--- config.mk ---
export PLATFORM = sky130hd
export DESIGN_NAME = capture_compare_timer
export DESIGN_NICKNAME = d
export VERILOG_FILES = /design/src/sv/cct_pkg.sv /design/src/sv/capture_compare_timer.sv
export SDC_FILE = /design/constraint.sdc
export NUM_CORES = 1
export LEC_CHECK = 0
export BUFFER_PORTS_ARGS = -buffer_cell sky130_fd_sc_hd__buf_2
export CAP_MARGIN = 30
export CORE_UTILIZATION = 41
export DETAILED_ROUTE_END_ITERATION = 8
export HOLD_SLACK_MARGIN = 0.05
export PLACE_DENSITY = 0.62
export RECOVER_POWER = 100
export SYNTH_ARGS = -nofsm -noshare
export SYNTH_HDL_FRONTEND = slang
export SYNTH_SLANG_ARGS = --single-unit
--- constraint.sdc ---
create_clock -name i_clk -period 5 [get_ports i_clk]
set_input_delay 0.25 -clock i_clk [delete_from_list [all_inputs] [get_ports i_clk]]
set_output_delay 0.25 -clock i_clk [all_outputs]
set_load 0.01 [all_outputs]
--- src/sv/cct_pkg.sv ---
// ----------------------------------------------------------------------------
// cct_pkg
// Shared types and constants for the capture/compare timer.
// ----------------------------------------------------------------------------
package cct_pkg;

    localparam int CNT_W  = 16;
    localparam int BYTE_W = 8;
    localparam int OP_W   = 3;
    localparam int SEL_W  = 4;

    localparam logic [CNT_W-1:0] CNT_RESET = 16'hFFFC;

    typedef enum logic [OP_W-1:0] {
        OP_TICK  = 3'd0,
        OP_PIN_A = 3'd1,
        OP_PIN_B = 3'd2,
        OP_READ  = 3'd3,
        OP_WRITE = 3'd4
    } t_op;

    localparam logic [SEL_W-1:0] SEL_CNT_HI  = 4'd0;
    localparam logic [SEL_W-1:0] SEL_CNT_LO  = 4'd1;
    localparam logic [SEL_W-1:0] SEL_ALT_HI  = 4'd2;
    localparam logic [SEL_W-1:0] SEL_ALT_LO  = 4'd3;
    localparam logic [SEL_W-1:0] SEL_CAPA_HI = 4'd4;
    localparam logic [SEL_W-1:0] SEL_CAPA_LO = 4'd5;
    localparam logic [SEL_W-1:0] SEL_CAPB_HI = 4'd6;
    localparam logic [SEL_W-1:0] SEL_CAPB_LO = 4'd7;
    localparam logic [SEL_W-1:0] SEL_CMP_HI  = 4'd8;
    localparam logic [SEL_W-1:0] SEL_CMP_LO  = 4'd9;
    localparam logic [SEL_W-1:0] SEL_STATUS  = 4'd10;

    // status flag bit positions
    localparam int FLG_CAPB = 0;
    localparam int FLG_OVF  = 1;
    localparam int FLG_CMP  = 2;
    localparam int FLG_CAPA = 3;

    // control register bit positions
    localparam int CTL_LEVEL    = 0;
    localparam int CTL_EDGE_A   = 1;
    localparam int CTL_EDGE_B   = 2;
    localparam int CTL_IE_CAPB  = 4;
    localparam int CTL_IE_OVF   = 5;
    localparam int CTL_IE_CMP   = 6;
    localparam int CTL_IE_CAPA  = 7;

    // inhibit bit positions
    localparam int INH_CAPA = 0;
    localparam int INH_CAPB = 1;
    localparam int INH_CMP  = 2;

    typedef struct packed {
        logic             vld;
        logic [BYTE_W-1:0] lo;
    } t_latch;

    typedef struct packed {
        logic [BYTE_W-1:0] write_data;
        logic [SEL_W-1:0]  reg_sel;
        logic              pin_level;
        t_op               op;
    } t_item;

    typedef struct packed {
        logic              compare_level;
        logic              compare_event;
        logic              irq;
        logic [BYTE_W-1:0] read_data;
    } t_result;

endpackage

--- src/sv/capture_compare_timer.sv ---
// ----------------------------------------------------------------------------
// capture_compare_timer
// 16-bit free-running timer with two input captures and one output compare.
// ----------------------------------------------------------------------------
// Each transfer on the slave side is one item: a tick, a capture pin level,
// or a byte register read or write. Items are taken one per clock while the
// master side keeps up: an item is registered on entry, processed against
// the timer state once the output register can take its result, and its
// single result lands in that output register. The control register is
// written through its own channel and must only be written while no item is
// in flight.
module capture_compare_timer (
    input  logic        i_clk,
    input  logic        i_rst_n,
    // slave side
    input  logic        s_axis_tvalid,
    output logic        s_axis_tready,
    input  logic [15:0] s_axis_tdata,  // [0] pin_level, [4:1] reg_sel, [12:5] write_data
    input  logic [2:0]  s_axis_tuser,  // [2:0] op
    // master side
    output logic        m_axis_tvalid,
    input  logic        m_axis_tready,
    output logic [15:0] m_axis_tdata,  // [7:0] read_data, [8] irq, [9] compare_event,
                                       // [10] compare_level
    // control register write
    input  logic        i_cfg_valid,
    output logic        o_cfg_ready,
    input  logic [7:0]  i_cfg_data
);
    import cct_pkg::*;

    logic                r_in_vld;
    t_item               r_in;
    logic                r_out_vld;
    t_result             r_out;
    logic                w_adv;

    logic [BYTE_W-1:0]   r_ctl;
    logic [CNT_W-1:0]    r_cnt,  n_cnt;
    logic [CNT_W-1:0]    r_capa, n_capa;
    logic [CNT_W-1:0]    r_capb, n_capb;
    logic [CNT_W-1:0]    r_cmp,  n_cmp;
    logic [3:0]          r_flg,  n_flg;
    logic [3:0]          r_seen, n_seen;
    logic [1:0]          r_pins, n_pins;
    logic [2:0]          r_inh,  n_inh;
    t_latch              r_lat,  n_lat;
    t_latch              r_alt,  n_alt;
    t_result             n_res;

    logic [CNT_W-1:0]    w_cnt_inc;
    logic                w_hit_a, w_hit_b;

    assign w_adv         = r_in_vld && (!r_out_vld || m_axis_tready);
    assign s_axis_tready = !r_in_vld || w_adv;
    assign m_axis_tvalid = r_out_vld;
    assign m_axis_tdata  = {5'd0, r_out};
    assign o_cfg_ready   = 1'b1;

    assign w_cnt_inc = r_cnt + 16'd1;
    assign w_hit_a = r_ctl[CTL_EDGE_A] ? (!r_pins[0] && r_in.pin_level)
                                       : (r_pins[0] && !r_in.pin_level);
    assign w_hit_b = r_ctl[CTL_EDGE_B] ? (!r_pins[1] && r_in.pin_level)
                                       : (r_pins[1] && !r_in.pin_level);

    always_comb begin
        n_cnt  = r_cnt;
        n_capa = r_capa;
        n_capb = r_capb;
        n_cmp  = r_cmp;
        n_flg  = r_flg;
        n_seen = r_seen;
        n_pins = r_pins;
        n_inh  = r_inh;
        n_lat  = r_lat;
        n_alt  = r_alt;
        n_res  = '0;
        unique case (r_in.op)
            OP_TICK: begin
                n_cnt = w_cnt_inc;
                if (w_cnt_inc == '0) begin
                    n_flg[FLG_OVF] = 1'b1;
                    if (r_ctl[CTL_IE_OVF]) n_res.irq = 1'b1;
                end
                if (w_cnt_inc == r_cmp && !r_inh[INH_CMP]) begin
                    n_flg[FLG_CMP]      = 1'b1;
                    n_res.compare_event = 1'b1;
                    n_res.compare_level = r_ctl[CTL_LEVEL];
                    if (r_ctl[CTL_IE_CMP]) n_res.irq = 1'b1;
                end
            end
            OP_PIN_A: begin
                n_pins[0] = r_in.pin_level;
                if (w_hit_a && !r_inh[INH_CAPA]) begin
                    n_capa         = w_cnt_inc;
                    n_flg[FLG_CAPA] = 1'b1;
                    if (r_ctl[CTL_IE_CAPA]) n_res.irq = 1'b1;
                end
            end
            OP_PIN_B: begin
                n_pins[1] = r_in.pin_level;
                if (w_hit_b && !r_inh[INH_CAPB]) begin
                    n_capb         = w_cnt_inc;
                    n_flg[FLG_CAPB] = 1'b1;
                    if (r_ctl[CTL_IE_CAPB]) n_res.irq = 1'b1;
                end
            end
            OP_READ: begin
                unique case (r_in.reg_sel)
                    SEL_CNT_HI: begin
                        if (!r_lat.vld) n_lat = '{vld: 1'b1, lo: r_cnt[7:0]};
                        n_res.read_data = r_cnt[15:8];
                    end
                    SEL_CNT_LO: begin
                        if (r_seen[FLG_OVF]) begin
                            n_flg[FLG_OVF]  = 1'b0;
                            n_seen[FLG_OVF] = 1'b0;
                        end
                        if (r_lat.vld) begin
                            n_res.read_data = r_lat.lo;
                            n_lat           = '0;
                        end else begin
                            n_res.read_data = r_cnt[7:0];
                        end
                    end
                    SEL_ALT_HI: begin
                        if (!r_alt.vld) n_alt = '{vld: 1'b1, lo: r_cnt[7:0]};
                        n_res.read_data = r_cnt[15:8];
                    end
                    SEL_ALT_LO: begin
                        if (r_alt.vld) begin
                            n_res.read_data = r_alt.lo;
                            n_alt           = '0;
                        end else begin
                            n_res.read_data = r_cnt[7:0];
                        end
                    end
                    SEL_CAPA_HI: begin
                        n_inh[INH_CAPA] = 1'b1;
                        n_res.read_data = r_capa[15:8];
                    end
                    SEL_CAPA_LO: begin
                        n_inh[INH_CAPA] = 1'b0;
                        if (r_seen[FLG_CAPA]) begin
                            n_flg[FLG_CAPA]  = 1'b0;
                            n_seen[FLG_CAPA] = 1'b0;
                        end
                        n_res.read_data = r_capa[7:0];
                    end
                    SEL_CAPB_HI: begin
                        n_inh[INH_CAPB] = 1'b1;
                        n_res.read_data = r_capb[15:8];
                    end
                    SEL_CAPB_LO: begin
                        n_inh[INH_CAPB] = 1'b0;
                        if (r_seen[FLG_CAPB]) begin
                            n_flg[FLG_CAPB]  = 1'b0;
                            n_seen[FLG_CAPB] = 1'b0;
                        end
                        n_res.read_data = r_capb[7:0];
                    end
                    SEL_CMP_HI: n_res.read_data = r_cmp[15:8];
                    SEL_CMP_LO: begin
                        if (r_seen[FLG_CMP]) begin
                            n_flg[FLG_CMP]  = 1'b0;
                            n_seen[FLG_CMP] = 1'b0;
                        end
                        n_res.read_data = r_cmp[7:0];
                    end
                    SEL_STATUS: begin
                        // arm every flag that is set now
                        n_seen          = r_flg;
                        n_res.read_data = {r_flg, 4'd0};
                    end
                    default: ;
                endcase
            end
            OP_WRITE: begin
                if (r_in.reg_sel == SEL_CMP_HI) begin
                    n_inh[INH_CMP] = 1'b1;
                    n_cmp[15:8]    = r_in.write_data;
                end else if (r_in.reg_sel == SEL_CMP_LO) begin
                    n_inh[INH_CMP] = 1'b0;
                    n_cmp[7:0]     = r_in.write_data;
                end
            end
            default: ;
        endcase
    end

    always_ff @(posedge i_clk) begin
        if (!i_rst_n) begin
            r_in_vld  <= 1'b0;
            r_out_vld <= 1'b0;
            r_ctl     <= '0;
            r_cnt     <= CNT_RESET;
            r_capa    <= '0;
            r_capb    <= '0;
            r_cmp     <= '0;
            r_flg     <= '0;
            r_seen    <= '0;
            r_pins    <= '0;
            r_inh     <= '0;
            r_lat     <= '0;
            r_alt     <= '0;
        end else begin
            if (i_cfg_valid) r_ctl <= i_cfg_data;
            if (s_axis_tready) r_in_vld <= s_axis_tvalid;
            if (w_adv) begin
                r_out_vld <= 1'b1;
                r_cnt     <= n_cnt;
                r_capa    <= n_capa;
                r_capb    <= n_capb;
                r_cmp     <= n_cmp;
                r_flg     <= n_flg;
                r_seen    <= n_seen;
                r_pins    <= n_pins;
                r_inh     <= n_inh;
                r_lat     <= n_lat;
                r_alt     <= n_alt;
            end else if (m_axis_tready) begin
                r_out_vld <= 1'b0;
            end
        end
    end

    // payload registers
    always_ff @(posedge i_clk) begin
        if (s_axis_tready && s_axis_tvalid) begin
            r_in <= '{write_data: s_axis_tdata[12:5], reg_sel: s_axis_tdata[4:1],
                      pin_level: s_axis_tdata[0], op: t_op'(s_axis_tuser)};
        end
        if (w_adv) r_out <= n_res;
    end

    // a result waiting on the master side is never dropped
    a_out_hold: assert property (@(posedge i_clk) disable iff (!i_rst_n)
        r_out_vld && !m_axis_tready |=> r_out_vld)
        else $error("pending result lost");

    // the counter moves only when a tick is processed
    a_cnt_tick: assert property (@(posedge i_clk) disable iff (!i_rst_n)
        !(w_adv && r_in.op == OP_TICK) |=> $stable(r_cnt))
        else $error("counter moved without a tick");

    // writing compare high blocks matches until compare low is written
    a_cmp_inh: assert property (@(posedge i_clk) disable iff (!i_rst_n)
        w_adv && r_in.op == OP_WRITE && r_in.reg_sel == SEL_CMP_HI |=> r_inh[INH_CMP])
        else $error("compare inhibit not set");

    // a compare level is only driven together with a compare event
    a_lvl_evt: assert property (@(posedge i_clk) disable iff (!i_rst_n)
        r_out_vld && r_out.compare_level |-> r_out.compare_event)
        else $error("compare level without event");

    // an armed flag is always one that is set
    a_seen_sub: assert property (@(posedge i_clk) disable iff (!i_rst_n)
        (r_seen & ~r_flg) == 4'd0)
        else $error("armed flag not set");

endmodule

Word level (Yosys, flattened, before mapping)
Index checks and enable logic that the tools add are counted.
Widths: inputs -> output; s select.

word-level totals
  logic and storage cells = 170
  register bits after elaboration = 132
  bits of input ports = 32

operators by class
  $add $sub $neg = 1
  mux-type cells = 45
  bitwise logic cells = 1
  eq/ne operators = 31
  reduce and logical (&&, ||, !) cells = 59

operators with widths
  cell                   number
  $pmux 8 s10            1
  $mux 8                 6
  $pmux 9 s2             2
  $reduce_and 3->1       12
  $reduce_and 5->1       6
  $ne 2x2->1 const B     13
  $reduce_bool 2->1      13
  $mux 1                 25
  $add 16x1->16 const B  1
  $eq 16x16->1           1
  $eq 4x3->1 const B     4
  $logic_not 16->1       1
  $pmux 1 s2             8
  $eq 4x4->1 const B     3
  $logic_and 1x1->1      9
  $eq 4x2->1 const B     2
  $logic_not 1->1        8
  $reduce_and 2->1       4
  $eq 3x2->1 const B     2
  $ne 2x1->1 const B     3
  $eq 4x1->1 const B     1
  $logic_not 4->1        1
  $pmux 2 s2             1
  $reduce_and 4->1       1
  other kinds (8)        9

Logic depth before layout (Yosys ltp)
  word-level depth = 6
  gate-level depth with buffers = 10
  mapped depth without buffers = 8

Worst setup path after synthesis
OpenSTA, ideal clock, no wires.

  path type = register to register
  from = reg r_cnt[1]
  to = reg r_out, in the netlist m_axis_tdata[8], data pin
  setup time = 261 ps
  path buffers = 1
  arrival = 2205 ps
  slack = 2535 ps
  cell stages (with the launch flop) = 9
  period minus slack after synthesis = 2465 ps
  cells stage by stage = dfxtp_1 buf_2 nand4_2 or4_1 xor2_1 xnor2_1 a21oi_1 and4_1 a221o_1

RTL lines
  element                   RTL line                      source
  start: declaration        capture_compare_timer.sv:39   logic [CNT_W-1:0] r_cnt, n_cnt;
  start signal: assignment  capture_compare_timer.sv:211  r_cnt <= n_cnt;
  end signal: assignment    capture_compare_timer.sv:233  if (w_adv) r_out <= n_res;
  end: declaration          capture_compare_timer.sv:35   t_result r_out;

Worst setup path in the final report
  from = reg r_in[4] (netlist bit)
  to = reg r_out, in the netlist m_axis_tdata[4], data pin

between the ends
  cells in the longest elaborated chain, start to end = 3

RTL lines
  element                                        RTL line                      source
  start: declaration                             capture_compare_timer.sv:33   t_item r_in;
  start signal: assignment                       capture_compare_timer.sv:230  r_in <= '{write_data: s_axis_tdata[12:5], reg_sel: s_axis_tdata[4:1],
  $eq 4x2->1 or $logic_not 4->1 (tied branches)  capture_compare_timer.sv:109  unique case (r_in.reg_sel)
  $reduce_or 2->1 (no source line)               -
  $pmux 8 s10 (*)                                capture_compare_timer.sv:109

Mark *: on every way between the ends. The rest lies on a longest branch, timed or not.
A chain may end at the register's enable or synchronous reset.

==> summary.md <==
| Metric | Value |
|---|---|
| FP Rows | 46 |
| Tcrit/Tclk final | 74.3% |
| R2R Path End | m_axis_tdata[4] |
| PD cells | 331 mW/mm^2 |
| Library cells used by synthesis | 65 |
| Failing checks | capacitance limit, slew limit |
| Worst path bufs/invs | 2 |
| P_leak | 2.92 nW |
| Tot GR Track Use | 23.2% |
| Largest family of logic cells by synthesized area | simple AND/OR/NAND/NOR gates |
| DP Wirelength | 12500 um |
| Hold Crit Start | i_cfg_data[0] |
| Post-DRT Antenna Nets | 0 |
| Synth-to-layout area growth | 14.7% |
| Slowest CP cell | clkbuf_1 |
| First-pass GRT wire length | 28800 um |
| Tmin final | 3.72 ns |
| DR WL/cell | 18.4 um |
| # port buffers | 40 |
| Routed vias | 5574 |
| Setup repair bufs after CTS | 0 |
| Cell count after placement | 939 |
| Clk_lat worst skew | 0.43 ns |
| IO Pins | 51 |
| Highest clock rate | 269 MHz |
| Total gr overflow | 0 |
| Peak VDD IR | 0.248 mV |
| Mux share of post-synthesis cell area | 5.34% |
| # DRC | 0 |
| Slew Limit Fails | 170 |
| Post-synthesis adder-cell area fraction | 0.379% |
| Drt via density | 5.65 |
| Reg2Reg Depth | 8 |
| Mapped Area | 0.00661 sq mm |
| Most frequent cells in the layout | nand2_1, dfxtp_1, o21ai_0, nor2_1, mux2i_1 |
| Routed WL | 18200 um |
| Leading post-synthesis cells by cell area | dfxtp_1, edfxtp_1, nand2_1, mux2i_1, o211a_1 |
| Delay-heaviest family, CP | buffers and inverters |
| Yosys reg bits | 131 |
| Endpoints failing hold | 0 |
| Die ar. | 0.0166 sq mm |
| Simple-Gate Fraction of Synth Area | 22.3% |
| Warnings from Yosys | 0 |
| Storage cell area | 0.00289 sq mm |
| Reg2Reg Launch Point | r_in[4] |
| CTS tree | yes |
| CP arrival | 3.87 ns |
| Largest net degree at the start of global routing | 55 |
| Post-Layout Cell Count | 987 |
| Worst slew pin tran | 2.10 ns |
| Footprint of the multi-input gates | 0.00341 sq mm |
| Root buf cell | clkbuf_16 |
| RSZ-0062 raised after global routing | no |
| Initial DRC count | 608 |
| Num CTS Buffers | 17 |
| Die Ht | 129 um |
| Share of cells above drive strength 1 | 8.43% |
| Initial antenna violation count | 0 |
| Fraction of registers with async set/reset | 0% |
| GPL Wtd Cong | 0.880 |
| Maxcap violations | 4 |
| Compound-Gate Fraction of Synth Area | 19.2% |
| Width of the die | 129 um |
| H-tree depth | 4 |
| XOR/XNOR share of the synthesized area | 4.38% |
| Commonest non-fill, non-tap cell in the layout | nand2_1 |
| Critical path class | reg2reg |
| Pre-Repair DR Iteration Count | 5 |
| Setup TNS Final | 0 ns |
| Status | complete, but fails checks |
| Number of enable flip-flop cells after synthesis | 27 |
| Hold Path Cell Cnt | 3 |
| Clock-pin slew on the worst setup and hold paths | 0.06 ns |
| Hold Path Sink | r_ctl[0] |
| # setup viols final | 0 |
| N_diodes | 0 |
| Critical Path Fanout Max | 29 |
| Slowest cell delay on critical path | 1.13 ns |
| Relative slew margins | -39.7% |
| Setup crit end kind | flip-flop |
| Post-synth top area share | 31.5% |
| Worst-path cell chain | clkbuf_1 -> inv_1 -> nand2_1 -> nor2_1 -> a22oi_1 -> o311ai_0 -> a2111oi_0 -> nor2_1 |
| Syn Area/Cell | 8.97 sq um |
| CTS sink cnt | 131 |
| Starting Density | 41.7% |
| Ys flop type | dfxtp_1 |
| Nets | 792 |
| Worst Skew | 0.0150 ns |
| Fillers | 1505 |
| Most frequent cell on the critical path | nor2_1 |
| Hold Path Class | in2reg |
| Maximum clock path buffer count | 2 |
| Part of the Yosys area used for sequential elements | 43.8% |
| Critical path startpoint category | flip-flop |
| Reg-to-reg setup timing slack | 1.28 ns |
| CP Data Required Time | 5.16 ns |
| Synth Instances | 736 |
| Vias in the first global route | 5270 |
| Core ar. | 0.0158 sq mm |
| Area leader, netlist | dfxtp_1 |
==> synthesized netlist by cell type, drive strengths merged, types with 7 or more instances <==
| master | n |
|---|---|
| a221oi | 12 |
| nand2 | 109 |
| nor2 | 34 |
| a22oi | 17 |
| dfxtp | 104 |
| clkbuf | 42 |
| xnor2 | 25 |
| o211a | 31 |
| o21ai | 36 |
| mux2i | 33 |
| nand2b | 9 |
| nand3 | 31 |
| inv | 8 |
| and2 | 20 |
| nor2b | 26 |
| or3 | 13 |
| nor3 | 16 |
| edfxtp | 27 |
| a21boi | 25 |
| a31oi | 7 |
| xor2 | 8 |
| buf | 20 |
| a21oi | 21 |
==> logic make-up after synthesis <==
logic type / count (synthesis)
XOR/XNOR: 33
flip-flops: 131
adder cells (fa/ha/maj): 2
other: 2
AND/OR/NAND/NOR: 290
AO/OA/AOI/OAI: 173
buffers and inverters: 70
multiplexers: 35
==> per-stage QoR <==
step | setup slack, ns | area [sq um] | util [%] | hold slack, ns | total power [mW]
2_1_floorplan | 2.53 | 6620 | - | 0.349 | 1.20
3_3_place_gp | 1.73 | 6870 | 43.4 | 0.426 | 1.23
3_5_place_dp | 1.66 | 6870 | 43.4 | 0.428 | 1.24
4_1_cts | 1.62 | 7630 | 48.2 | 0.0757 | 2.52
5_1_grt | 1.07 | 7570 | 47.8 | 0.0813 | 2.58
6_report | 1.28 | 7570 | 47.8 | 0.0826 | 2.50
==> flip-flops by register name, indices dropped and copies added (netlist names) <==
register       flops
r_lat              9
r_inh              3
m_axis_tdata      11
m_axis_tvalid      1
r_ctl              7
r_in_vld           1
r_capb            16
r_flg              4
r_pins             2
r_in              16
r_cmp             16
r_alt              9
r_capa            16
r_cnt             16
r_seen             4
==> final cells by class <==
class	count	area share (%)
Inverter	8	0.396
Clock buffer	21	5.95
Multi-Input combinational cell	539	45.0
Tap cell	216	3.57
Sequential cell	131	38.2
Clock inverter	11	2.02
Timing Repair Buffer	61	4.87
==> tightest hold or removal path: cells and delay by family <==
| family | cells | cell delay (ns) |
|---|---|---|
| buffers and inverters | 1 | 0.07 |
| and+or+nand+nor | 1 | 0.09 |
| muxes | 1 | 0.05 |
==> repair_timing <==
| action | in CTS | in global routing |
|---|---|---|
| gates resized for setup | 0 | 0 |
| hold endpoints to repair | 16 | 0 |
| setup endpoints to repair | 0 | 0 |
| hold buffers | 16 | 0 |
==> metal layers <==
metal,vias to the layer above,track usage [%],wire length (um)
li1,2670,-,-
met1,2677,31.1,8240
met2,200,35.9,8260
met3,27,5.95,1240
met4,0,9.13,433
met5,-,0,0
==> how the worst max path moves through the flow <==
stage,start,endpoint,slack (ns),depth (start not counted)
floorplan,r_cnt[1],m_axis_tdata[8],2.53,8
global placement,r_cnt[1],m_axis_tdata[8],1.73,8
detailed placement,r_cnt[1],m_axis_tdata[8],1.66,8
CTS,r_cnt[1],m_axis_tdata[8],1.62,8
global route,r_in[4],m_axis_tdata[4],1.07,8
finish,r_in[4],m_axis_tdata[4],1.28,8
==> power breakdown <==
| part | total (mW) | switching (mW) | internal (mW) |
|---|---|---|---|
| Sequential | 1.11 | 0.0164 | 1.10 |
| Combinational | 0.110 | 0.0666 | 0.0432 |
| Clock | 1.28 | 0.480 | 0.800 |
Power figures use the tool's default switching activity.
